**src/design/dht_pkg.sv**
```systemverilog
package dht_pkg;

    localparam int KEY_WIDTH  = 30;
    localparam int STATUS_W   = 3;
    localparam int CMP_W      = 6;
    localparam int STEP_PRIME = 13;

    localparam logic MODE_INSERT = 1'b0;
    localparam logic MODE_DELETE = 1'b1;

    localparam logic [1:0] MARK_EMPTY   = 2'd0;
    localparam logic [1:0] MARK_USED    = 2'd1;
    localparam logic [1:0] MARK_DELETED = 2'd2;

    localparam logic [STATUS_W-1:0] STAT_INSERTED  = 3'd0;
    localparam logic [STATUS_W-1:0] STAT_DUPLICATE = 3'd1;
    localparam logic [STATUS_W-1:0] STAT_FULL      = 3'd2;
    localparam logic [STATUS_W-1:0] STAT_DELETED   = 3'd3;
    localparam logic [STATUS_W-1:0] STAT_NOT_FOUND = 3'd4;

    typedef struct packed {
        logic                 mode;
        logic [KEY_WIDTH-1:0] key;
    } dht_req_t;

    typedef struct packed {
        logic [STATUS_W-1:0] status;
        logic [CMP_W-1:0]    comparisons;
    } dht_resp_t;

    typedef struct packed {
        logic [1:0]           mark;
        logic [KEY_WIDTH-1:0] key;
    } dht_slot_t;

endpackage

```
**src/design/dht_slot_mem.sv**
```systemverilog
module dht_slot_mem #(
    parameter int TABLE_SIZE = 37,
    localparam int AW = $clog2(TABLE_SIZE)
) (
    input  logic              clk,
    input  logic              we,
    input  logic [AW-1:0]     waddr,
    input  dht_pkg::dht_slot_t wdata,
    input  logic [AW-1:0]     raddr,
    output dht_pkg::dht_slot_t rdata
);
    import dht_pkg::*;

    dht_slot_t mem_reg [TABLE_SIZE];
    dht_slot_t rdata_reg;

    always_ff @(posedge clk)
    begin
        if (we)
        begin
            mem_reg[waddr] <= wdata;
        end
    end

    always_ff @(posedge clk)
    begin
        rdata_reg <= mem_reg[raddr];
    end

    assign rdata = rdata_reg;

endmodule

```
**src/design/dht_addr_gen.sv**
```systemverilog
module dht_addr_gen #(
    parameter int TABLE_SIZE = 37,
    localparam int AW = $clog2(TABLE_SIZE)
) (
    input  logic                          clk,
    input  logic                          rst_n,
    input  logic                          load,
    input  logic [dht_pkg::KEY_WIDTH-1:0] key,
    input  logic                          adv,
    output logic                          ready,
    output logic [AW-1:0]                 addr
);
    import dht_pkg::*;

    // ceil(2^sh / d): exact quotient for any KEY_WIDTH-bit dividend when sh = KEY_WIDTH + clog2(d)
    function automatic longint unsigned recip(input int sh, input int d);
        return ((64'd1 << sh) + 64'(d) - 64'd1) / 64'(d);
    endfunction

    localparam int TW  = $clog2(TABLE_SIZE + 1);
    localparam int SW  = (TW > 4) ? TW : 4;
    localparam int PW  = 2 * KEY_WIDTH + 1;
    localparam int TSH = KEY_WIDTH + $clog2(TABLE_SIZE);
    localparam int PSH = KEY_WIDTH + $clog2(STEP_PRIME);
    localparam logic [KEY_WIDTH:0] T_RECIP = (KEY_WIDTH+1)'(recip(TSH, TABLE_SIZE));
    localparam logic [KEY_WIDTH:0] P_RECIP = (KEY_WIDTH+1)'(recip(PSH, STEP_PRIME));

    typedef enum logic [4:0] {
        AG_IDLE  = 5'b00001,
        AG_MUL   = 5'b00010,
        AG_HASH  = 5'b00100,
        AG_STEP  = 5'b01000,
        AG_READY = 5'b10000
    } ag_state_t;

    ag_state_t            st_reg, st_next;
    logic [KEY_WIDTH-1:0] key_reg;
    logic [KEY_WIDTH-1:0] qt_reg;
    logic [KEY_WIDTH-1:0] qp_reg;
    logic [AW-1:0]        rt_reg;
    logic [SW-1:0]        step_reg;
    logic [AW-1:0]        addr_reg;

    logic [PW-1:0]        qt_prod;
    logic [PW-1:0]        qp_prod;
    logic [KEY_WIDTH-1:0] rt_full;
    logic [KEY_WIDTH-1:0] rp_full;
    logic [AW:0]          sum;
    logic [AW:0]          sum_red;

    assign qt_prod = {{(KEY_WIDTH+1){1'b0}}, key_reg} * {{KEY_WIDTH{1'b0}}, T_RECIP};
    assign qp_prod = {{(KEY_WIDTH+1){1'b0}}, key_reg} * {{KEY_WIDTH{1'b0}}, P_RECIP};
    assign rt_full = key_reg - qt_reg * KEY_WIDTH'(TABLE_SIZE);
    assign rp_full = key_reg - qp_reg * KEY_WIDTH'(STEP_PRIME);
    assign sum     = {1'b0, addr_reg} + {1'b0, step_reg[AW-1:0]};
    assign sum_red = (sum >= (AW+1)'(TABLE_SIZE)) ? sum - (AW+1)'(TABLE_SIZE) : sum;

    always_comb
    begin
        st_next = st_reg;
        unique case (st_reg)
            AG_IDLE:  ;
            AG_MUL:   st_next = AG_HASH;
            AG_HASH:  st_next = AG_STEP;
            AG_STEP:
            begin
                if (step_reg < SW'(TABLE_SIZE))
                begin
                    st_next = AG_READY;
                end
            end
            AG_READY: ;
            default:  st_next = AG_IDLE;
        endcase
        if (load)
        begin
            st_next = AG_MUL;
        end
    end

    always_ff @(posedge clk or negedge rst_n)
    begin
        if (!rst_n)
        begin
            st_reg <= AG_IDLE;
        end
        else
        begin
            st_reg <= st_next;
        end
    end

    always_ff @(posedge clk)
    begin
        if (load)
        begin
            key_reg <= key;
        end
        else if (st_reg == AG_MUL)
        begin
            qt_reg <= KEY_WIDTH'(qt_prod >> TSH);
            qp_reg <= KEY_WIDTH'(qp_prod >> PSH);
        end
        else if (st_reg == AG_HASH)
        begin
            rt_reg   <= rt_full[AW-1:0];
            step_reg <= SW'(rp_full[3:0]) + SW'(1);
        end
        else if (st_reg == AG_STEP)
        begin
            if (step_reg >= SW'(TABLE_SIZE))
            begin
                step_reg <= step_reg - SW'(TABLE_SIZE);
            end
            addr_reg <= rt_reg;
        end
        else if (st_reg == AG_READY && adv)
        begin
            addr_reg <= sum_red[AW-1:0];
        end
    end

    assign ready = (st_reg == AG_READY);
    assign addr  = addr_reg;

endmodule

```
**src/design/double_hash_table_insert_delete_unit.sv**
```systemverilog
// channel   direction  handshake              payload
// request   in         start & !busy          req   (mode, key)
// result    out        done, one cycle        resp  (status, comparisons)
//
// After reset the slot marks are cleared, one slot a cycle, and busy stays high until
// every slot is cleared. After the accepting edge the address generator finds the home
// slot and step by reciprocal multiplication in its multiply, hash and step states; then
// one slot is read per cycle and judged in the cycle after (TABLE_SIZE below 14 may
// repeat the step reduction). busy is high from acceptance until the cycle done is
// raised, so a new request waits for the last result; the result is never held off.
module double_hash_table_insert_delete_unit #(
    parameter int TABLE_SIZE = 37
) (
    input  logic              clk,
    input  logic              rst_n,
    input  logic              start,
    output logic              busy,
    input  dht_pkg::dht_req_t  req,
    output logic              done,
    output dht_pkg::dht_resp_t resp
);
    import dht_pkg::*;

    localparam int AW = $clog2(TABLE_SIZE);
    localparam int TW = $clog2(TABLE_SIZE + 1);

    typedef enum logic [3:0] {
        S_CLEAR = 4'b0001,
        S_IDLE  = 4'b0010,
        S_HASH  = 4'b0100,
        S_PROBE = 4'b1000
    } state_t;

    state_t               state_reg, state_next;
    logic [AW-1:0]        clr_reg;
    logic                 mode_reg;
    logic [KEY_WIDTH-1:0] key_reg;
    logic [TW-1:0]        issue_cnt_reg;
    logic                 rd_valid_reg;
    logic [AW-1:0]        rd_addr_reg;
    logic                 rd_last_reg;
    logic                 have_hole_reg;
    logic [AW-1:0]        hole_reg;
    logic [CMP_W-1:0]     n_reg;
    logic                 done_reg;
    dht_resp_t            resp_reg;

    logic                 accept;
    logic                 ag_ready;
    logic [AW-1:0]        ag_addr;
    logic                 issue;
    logic                 mem_we;
    logic [AW-1:0]        mem_waddr;
    dht_slot_t            mem_wdata;
    dht_slot_t            mem_rdata;
    logic                 used;
    logic                 match;
    logic                 empty;
    logic                 other;
    logic [CMP_W-1:0]     n_inc;
    logic                 term;
    dht_resp_t            resp_next;

    assign accept = start && !busy;
    assign issue  = (state_reg == S_PROBE) && (issue_cnt_reg != TW'(TABLE_SIZE));

    dht_addr_gen #(
        .TABLE_SIZE (TABLE_SIZE)
    ) u_addr_gen (
        .clk   (clk),
        .rst_n (rst_n),
        .load  (accept),
        .key   (req.key),
        .adv   (issue),
        .ready (ag_ready),
        .addr  (ag_addr)
    );

    dht_slot_mem #(
        .TABLE_SIZE (TABLE_SIZE)
    ) u_slot_mem (
        .clk   (clk),
        .we    (mem_we),
        .waddr (mem_waddr),
        .wdata (mem_wdata),
        .raddr (ag_addr),
        .rdata (mem_rdata)
    );

    assign used  = (mem_rdata.mark == MARK_USED);
    assign empty = (mem_rdata.mark == MARK_EMPTY);
    assign other = !used && !empty;
    assign match = used && (mem_rdata.key == key_reg);
    assign n_inc = n_reg + CMP_W'(used);

    // clear writes after reset, and probe evaluation, one returned slot a cycle
    always_comb
    begin
        term      = 1'b0;
        mem_we    = 1'b0;
        mem_waddr = rd_addr_reg;
        mem_wdata = '{mark: MARK_USED, key: key_reg};
        resp_next = resp_reg;
        if (state_reg == S_CLEAR)
        begin
            mem_we    = 1'b1;
            mem_waddr = clr_reg;
            mem_wdata = '{mark: MARK_EMPTY, key: '0};
        end
        else if (state_reg == S_PROBE && rd_valid_reg)
        begin
            if (mode_reg == MODE_INSERT)
            begin
                if (match)
                begin
                    term      = 1'b1;
                    resp_next = '{status: STAT_DUPLICATE, comparisons: n_inc};
                end
                else if (empty)
                begin
                    term      = 1'b1;
                    mem_we    = 1'b1;
                    mem_waddr = have_hole_reg ? hole_reg : rd_addr_reg;
                    resp_next = '{status: STAT_INSERTED, comparisons: n_reg};
                end
                else if (rd_last_reg)
                begin
                    term = 1'b1;
                    if (have_hole_reg || other)
                    begin
                        mem_we    = 1'b1;
                        mem_waddr = have_hole_reg ? hole_reg : rd_addr_reg;
                        resp_next = '{status: STAT_INSERTED, comparisons: n_inc};
                    end
                    else
                    begin
                        resp_next = '{status: STAT_FULL, comparisons: CMP_W'(TABLE_SIZE)};
                    end
                end
            end
            else
            begin
                if (match)
                begin
                    term      = 1'b1;
                    mem_we    = 1'b1;
                    mem_wdata = '{mark: MARK_DELETED, key: key_reg};
                    resp_next = '{status: STAT_DELETED, comparisons: n_inc};
                end
                else if (empty)
                begin
                    term      = 1'b1;
                    resp_next = '{status: STAT_NOT_FOUND, comparisons: n_reg};
                end
                else if (rd_last_reg)
                begin
                    term      = 1'b1;
                    resp_next = '{status: STAT_NOT_FOUND, comparisons: n_inc};
                end
            end
        end
    end

    always_comb
    begin
        state_next = state_reg;
        unique case (state_reg)
            S_CLEAR:
            begin
                if (clr_reg == AW'(TABLE_SIZE - 1))
                begin
                    state_next = S_IDLE;
                end
            end
            S_IDLE:
            begin
                if (accept)
                begin
                    state_next = S_HASH;
                end
            end
            S_HASH:
            begin
                if (ag_ready)
                begin
                    state_next = S_PROBE;
                end
            end
            S_PROBE:
            begin
                if (term)
                begin
                    state_next = S_IDLE;
                end
            end
            default: state_next = S_IDLE;
        endcase
    end

    always_ff @(posedge clk or negedge rst_n)
    begin
        if (!rst_n)
        begin
            state_reg    <= S_CLEAR;
            clr_reg      <= '0;
            done_reg     <= 1'b0;
            rd_valid_reg <= 1'b0;
        end
        else
        begin
            state_reg    <= state_next;
            done_reg     <= term;
            rd_valid_reg <= issue;
            if (state_reg == S_CLEAR)
            begin
                clr_reg <= clr_reg + 1'b1;
            end
        end
    end

    always_ff @(posedge clk)
    begin
        if (accept)
        begin
            mode_reg <= req.mode;
            key_reg  <= req.key;
        end
        if (state_reg == S_HASH)
        begin
            issue_cnt_reg <= '0;
            have_hole_reg <= 1'b0;
            n_reg         <= '0;
        end
        else if (state_reg == S_PROBE)
        begin
            if (issue)
            begin
                issue_cnt_reg <= issue_cnt_reg + 1'b1;
                rd_addr_reg   <= ag_addr;
                rd_last_reg   <= (issue_cnt_reg == TW'(TABLE_SIZE - 1));
            end
            if (rd_valid_reg)
            begin
                n_reg <= n_inc;
                if (mode_reg == MODE_INSERT && other && !have_hole_reg)
                begin
                    have_hole_reg <= 1'b1;
                    hole_reg      <= rd_addr_reg;
                end
            end
        end
        if (term)
        begin
            resp_reg <= resp_next;
        end
    end

    assign busy = (state_reg != S_IDLE);
    assign done = done_reg;
    assign resp = resp_reg;

    a_accept_hash: assert property (@(posedge clk) disable iff (!rst_n)
        accept |=> state_reg == S_HASH)
        else $error("request accepted but hashing not started");

    a_done_after_probe: assert property (@(posedge clk) disable iff (!rst_n)
        done |-> $past(state_reg == S_PROBE))
        else $error("result without probing");

    a_write_window: assert property (@(posedge clk) disable iff (!rst_n)
        mem_we |-> (state_reg == S_CLEAR || state_reg == S_PROBE))
        else $error("table written outside clear or probe");

    a_full_count: assert property (@(posedge clk) disable iff (!rst_n)
        (done && resp.status == STAT_FULL) |-> resp.comparisons == CMP_W'(TABLE_SIZE))
        else $error("full status with wrong count");

endmodule

```
**config.mk**
```make
export PLATFORM = sky130hd
export DESIGN_NAME = double_hash_table_insert_delete_unit
export DESIGN_NICKNAME = d
export VERILOG_FILES = /design/src/design/dht_pkg.sv /design/src/design/dht_slot_mem.sv /design/src/design/dht_addr_gen.sv /design/src/design/double_hash_table_insert_delete_unit.sv
export SDC_FILE = /design/constraint.sdc
export NUM_CORES = 2
export LEC_CHECK = 0
export ABC_AREA = 1
export BUFFER_PORTS_ARGS = -buffer_cell sky130_fd_sc_hd__buf_2
export CORE_ASPECT_RATIO = 0.5
export CORE_MARGIN = 10
export CORE_UTILIZATION = 50
export DETAILED_ROUTE_END_ITERATION = 10
export GPL_TIMING_DRIVEN = 0
export PLACE_DENSITY = 0.76
export SLEW_MARGIN = 10
export SYNTH_ARGS = -nofsm -noshare
export SYNTH_HDL_FRONTEND = slang
export SYNTH_SLANG_ARGS = --single-unit
```
**constraint.sdc**
```tcl
create_clock -name clk -period 8.95 [get_ports clk]
set_input_delay 1.79 -clock clk [delete_from_list [all_inputs] [get_ports clk]]
set_output_delay 1.79 -clock clk [all_outputs]
set_load 0.01 [all_outputs]
```
Yosys cells after proc, flatten, opt, wreduce, memory -nomap -nowiden
Memory sizes are Yosys's and may differ from the RTL's. A register that Yosys moved wholly into a read port is not among the register bits.
Index checks and enable logic that the tools add are counted.
{ "op_classes": {"addsub": 9, "mul": 4, "order_cmp": 3, "n_eq_ne": 21, "muxes": 49, "bitwise_logic": 6, "n_reduce_logical": 31} }
{ "ops": {"columns": ["operator", "count"], "rows": [
  ["$mux W32", 4],
  ["$mux W6", 14],
  ["$mux W9", 7],
  ["$mul A30 B31 Y61 const B", 1],
  ["$mul A30 B29 Y59 const B", 1],
  ["$eq A30 B30 Y1", 1],
  ["$mul A27 B4 Y4 const B", 1],
  ["$mul A25 B6 Y6 const B", 1],
  ["$pmux W5 S4", 1],
  ["$reduce_and A4 Y1", 5],
  ["$mux W4", 4],
  ["$pmux W4 S4", 1],
  ["$mux W1", 15],
  ["$add A6 B1 Y6 const B", 2],
  ["$eq A6 B6 Y1 const B", 2],
  ["$sub A6 B6 Y6 const B", 2],
  ["$mux W5", 2],
  ["$reduce_and A3 Y1", 3],
  ["$logic_and A1 B1 Y1", 8],
  ["$mux W8", 1],
  ["$reduce_and A2 Y1", 4],
  ["$add A6 B6 Y7", 1],
  ["$ge A7 B6 Y1 const B", 1],
  ["$add A6 B1 Y6", 1],
  ["other kinds (27)", 40]
]} }
{ "totals": {"reg_bits": 153, "ramBits": 1184, "input_bits": 34, "output_inout_bits": 11, "wordCells": 144, "n_memories": 1} }
{ "mem_list": {"columns": ["memory", "words", "width", "rd", "rd_clocked_by_memory_dff", "write_ports", "line_no", "rtl"], "rows": [
  ["u_slot_mem.mem_reg", 37, 32, 1, 1, 1, "dht_slot_mem.sv:14", "dht_slot_t mem_reg [TABLE_SIZE];"]
]} }

Depth between registers and ports, before layout
{ "depth": {"ltp_word": 13, "depth_mapped": 30, "depth_no_buf": 30} }

Hierarchy
Synthesis repeated with hierarchy kept, for this count alone.
{ "hier_totals": {"cells_unflattened": 7033, "hier_area_um2": 77072.7} }
{ "modules_own_cells": {"columns": ["mod", "instances", "cells_each", "area_per_inst_um2", "seq_area_each_um2"], "rows": [
  ["dht_slot_mem", 1, 3901, 48467.7, 36194.7],
  ["dht_addr_gen", 1, 2574, 24323.3, 1868.0],
  ["double_hash_table_insert_delete_unit", 1, 558, 4281.6, 2153.3]
]} }

Worst setup path after synthesis
Ideal clock, no wire load.
{ "synth_timing": {"path_kind": "reg-to-reg", "from": "register u_addr_gen.key_reg[12]", "to": "register u_addr_gen.qt_reg[3] (data pin)", "setup_time_ps": 259, "t_arrival_ps": 6108, "required_time_ps": 8691, "slack_ps": 2584, "stages_incl_launch_ff": 21, "path_buffers": 0, "synth_period_minus_slack_ps": 6366, "cell_sequence": "edfxtp_1 -> fa_1 -> inv_1 -> fa_1 -> fa_1 -> fa_1 -> inv_1 -> fa_1 -> fa_1 -> fa_1 -> inv_1 -> fa_1 -> inv_1 -> ha_1 -> nand2_1 -> nor2_1 -> inv_1 -> nor4b_1 -> o21ai_0 -> nand3_1 -> xor2_1"} }
{ "synth_between": {"elab_chain_cells": 1} }
{ "synth_rtl": {"columns": ["element", "line_no", "rtl"], "rows": [
  ["start: declaration", "dht_addr_gen.sv:37", "logic [KEY_WIDTH-1:0] key_reg;"],
  ["start signal: assignment", "dht_addr_gen.sv:97", "key_reg <= key;"],
  ["$mul A30 B29 Y59", "dht_addr_gen.sv:51", "assign qt_prod = {{(KEY_WIDTH+1){1'b0}}, key_reg} * {{KEY_WIDTH{1'b0}}, T_RECIP};"],
  ["via u_addr_gen.qt_prod[39]", "dht_addr_gen.sv:44", "logic [PW-1:0] qt_prod;"],
  ["end signal: assignment", "dht_addr_gen.sv:101", "qt_reg <= KEY_WIDTH'(qt_prod >> TSH);"],
  ["end: declaration", "dht_addr_gen.sv:38", "logic [KEY_WIDTH-1:0] qt_reg;"]
]} }
The timed path passes the listed nets, and every way through them passes these cells.
A chain may end at the register's enable or synchronous reset.

Worst setup path after layout
{ "layout_timing": {"from": "register u_addr_gen.key_reg[10]", "to": "register u_addr_gen.qp_reg[2] (data pin)"} }
{ "layout_between": {"elab_chain_cells": 1} }
{ "layout_rtl": {"columns": ["element", "line_no", "rtl"], "rows": [
  ["$mul A30 B31 Y61", "dht_addr_gen.sv:52", "assign qp_prod = {{(KEY_WIDTH+1){1'b0}}, key_reg} * {{KEY_WIDTH{1'b0}}, P_RECIP};"],
  ["via u_addr_gen.qp_prod[36]", "dht_addr_gen.sv:45", "logic [PW-1:0] qp_prod;"],
  ["end signal: assignment", "dht_addr_gen.sv:102", "qp_reg <= KEY_WIDTH'(qp_prod >> PSH);"],
  ["end: declaration", "dht_addr_gen.sv:39", "logic [KEY_WIDTH-1:0] qp_reg;"]
]} }
The timed path passes the listed nets, and every way through them passes these cells.

==> out/qor.txt <==
Status -> finished with violations
Failing checks -> DRC
Most used DFF post-synth -> edfxtp_1
Final Hold Vio Count -> 0
I/O pin total -> 45
Max incr delay on CP -> 1.15 ns
CTS tree -> built
Most frequent CP cell -> fa_1
Largest cells by area after synthesis -> edfxtp_1 52%, fa_1 13%, ha_1 8.3%
Count of different cell masters after synthesis -> 54
Met1 wire length -> 80130 µm
Post-route DRC -> 2
Final Max Slew Viols -> 0
Count of input and output buffers -> 44
Reg-to-reg critical path startpoint -> u_addr_gen.key_reg[10]$_DFFE_PP_
Root Buffer -> clkbuf_16
First-pass iteration count of the detailed router -> 11
Total gr overflow -> 0
CTS resizes -> 0
Endpoint, Worst Hold -> issue_cnt_reg[5]$_SDFFE_PP0P_
Post-synthesis sequential area ratio -> 0.5345
Number of DRC markers in iteration 0 -> 8981
Detailed-route via count -> 53060
Yosys warns -> 0
Core region area -> 0.1459 mm²
Worst-path clk slew -> 0.06 ns
Post-CTS Setup Bufs -> 0
Largest family of logic cells by synthesized area -> adder cells
Slack of the worst reg-to-reg path -> 0.41 ns
Layout fillers -> 11580
Num CTS Buffers -> 118
Clock Tree Buf Depth -> 3
Number of enable flip-flop cells after synthesis -> 1265
Worst-path cell chain -> inv_1, ha_1, inv_1, fa_1, fa_1, fa_1, fa_1, fa_1, fa_1, inv_1, fa_1, inv_1, ha_1, nand2_1, nor4_1, nand3b_1, nand3_1, xor2_1
Max reg flops -> 1184
Area of the multi-input gates -> 0.03038 mm²
Final setup viols -> 0
Met3 wirelength from detailed routing -> 33030 µm
Register Area -> 0.03932 mm²
Reg2reg end -> u_addr_gen.qp_reg[2]$_DFFE_PP_
Yosys top cell by area -> edfxtp_1
H-Tree Depth -> 3
Hold buffers post-CTS -> 0
Synth Area in Adders -> 0.2159
Wirelength per Cell -> 27.14 µm
Number of global-route vias before repair -> 52430
Area delta synth->final -> 12.03%
Post-Synth Simple-Gate Area -> 0.07618
Reg2Reg Depth -> 18
DP Area -> 0.07852 mm²
DIE HEIGHT -> 291.2 µm
Hold depth -> 2
Area share of the largest cell type after synthesis -> 0.5165
GRT Total Usage -> 0.2764
WP buf/inv -> 4
Setup TNS -> 0 ns
Worst-path maximum fanout -> 12
Max Clk Rate -> 117.1 MHz
WL final -> 233200 µm
Vias/cell -> 6.176
HP Class -> flip-flop to flip-flop
Final Cell Area -> 0.08240 mm²
Cell Rows -> 99
Starting Density -> 0.5041
Clock Latency Late Sink -> 0.75 ns
Mapped Nets -> 7284
Synth async-reset ratio -> 0.01281
Synth Cell Area -> 0.07355 mm²
Remaining antenna violation count after routing -> 0
Largest net degree at the start of global routing -> 38
GP Congestion -> 0.9778
Nets -> 7524
Compound-Gate Fraction of Synth Area -> 0.1025
Worst path slowest cell -> edfxtp_1
DP Wirelength -> 169600 µm
Final min period -> 8.541 ns
CP arrival -> 8.96 ns
Share of layout cells above drive strength 1 -> 0.07528
Synth top cells by count -> 1265 x edfxtp_1, 896 x nor2_1, 856 x inv_1
Tightest Pin Transition -> 1.375 ns
Die footprint -> 0.1638 mm²
RSZ-0062 raised after global routing -> no
Met2 wire len -> 103300 µm
Gate Count Post-Synth -> 6274
DR top layer -> met5
Synthesized area per cell -> 11.72 µm²
Mux contribution to synthesized area -> 0
Worst Hold Launch -> issue_cnt_reg[5]$_SDFFE_PP0P_
#FFs+latches synth -> 1327
Post-Synth XOR/XNOR Area -> 0.01153
WS Path Type -> flip-flop to flip-flop
Initial antenna violation count -> 17
Sink Count -> 1327
Top-count cell post-synth -> edfxtp_1
CP required -> 9.37 ns
Final period util -> 0.9542
Max_cap viols -> 0
Max transition margin -> 0.08323
First-pass GRT wire length -> 337900 µm
CP startpoint -> u_addr_gen.key_reg[10]$_DFFE_PP_
CP delay by family, top -> adder cells
Startpoint types -> flip-flop
Critical path endpoint category -> flip-flop
Final Skew -> 0.06616 ns
Die width -> 562.4 µm
==> stage by stage <==
step / worst slack [ns] / cells / hold slack, ns / util
floorplan: 2.584 / 6274 / 0.4268 / -
global placement: 0.5025 / 8287 / 0.4332 / 0.5225
detailed placement: 0.4822 / 8363 / 0.4372 / 0.5381
CTS: 0.4339 / 8584 / 0.4774 / 0.5645
global route: 0.1944 / 8585 / 0.4951 / 0.5646
finish: 0.4095 / 8592 / 0.4815 / 0.5647
==> worst reg2reg max path: cells and delay by family, from the launching register on <==
kind / cells / cell delay (ns)
simple gates: 4 / 1.16
xor+xnor: 1 / 0.50
flops: 1 / 1.15
fa+ha+maj: 9 / 4.51
buf+inv: 4 / 0.96
==> cell families (layout without fill, tap and decap cells) <==
logic type / after synthesis / in the layout
AOI/OAI and AO/OA: 1361 / 1361
xor gates and xnor gates: 96 / 96
adders and majority gates: 976 / 976
buffers and inverters: 1127 / 1468
DFF: 1327 / 1327
other: 0 / 8
and+or+nand+nor: 1387 / 1387
==> worst max path at each step <==
stage	to	slack, ns	cells after the start
final	u_addr_gen.qp_reg[2]$_DFFE_PP_	0.41	18
after global routing	u_addr_gen.qp_reg[3]$_DFFE_PP_	0.19	21
after CTS	u_addr_gen.qp_reg[2]$_DFFE_PP_	0.43	18
after detailed placement	u_addr_gen.qp_reg[2]$_DFFE_PP_	0.48	18
after global placement	u_addr_gen.qp_reg[2]$_DFFE_PP_	0.50	18
after floorplan	u_addr_gen.qt_reg[3]$_DFFE_PP_	2.58	20
==> metal layers <==
layer | vias to the layer above | global-route usage
li1 | 22200 | -
met1 | 25560 | 0.3444
met2 | 4234 | 0.4356
met3 | 1066 | 0.07826
met4 | 6 | 0.1530
met5 | - | 0
==> cells in the final DEF (no fill, tap or decap), types with 33 or more instances in the layout <==
| cell | n |
|---|---|
| a21oi_1 | 111 |
| buf_12 | 38 |
| buf_16 | 36 |
| buf_2 | 114 |
| clkbuf_1 | 196 |
| clkbuf_16 | 119 |
| clkinv_1 | 33 |
| dfxtp_1 | 45 |
| edfxtp_1 | 1265 |
| fa_1 | 489 |
| ha_1 | 487 |
| inv_1 | 854 |
| nand2_1 | 300 |
| nand3_1 | 85 |
| nor2_1 | 828 |
| nor2_4 | 66 |
| o21ai_0 | 799 |
| o21ai_1 | 37 |
| o221ai_1 | 47 |
| o22ai_1 | 307 |
| xnor2_1 | 54 |
| xor2_1 | 41 |
==> layout make-up <==
class                           count  area share
Antenna cell                        8   0.0002429
Buffer                            261     0.01356
Clock buffer                      139     0.03717
Clock inverter                     82    0.009627
Inverter                          866     0.03945
Multi-Input combinational cell   3820      0.3686
Sequential cell                  1327      0.4771
Tap cell                         1969     0.02990
Timing Repair Buffer              120     0.02429
Power is left out: the tool's default activity adds up to more than one toggle a clock period on the data nets, which glitch-free logic cannot reach.
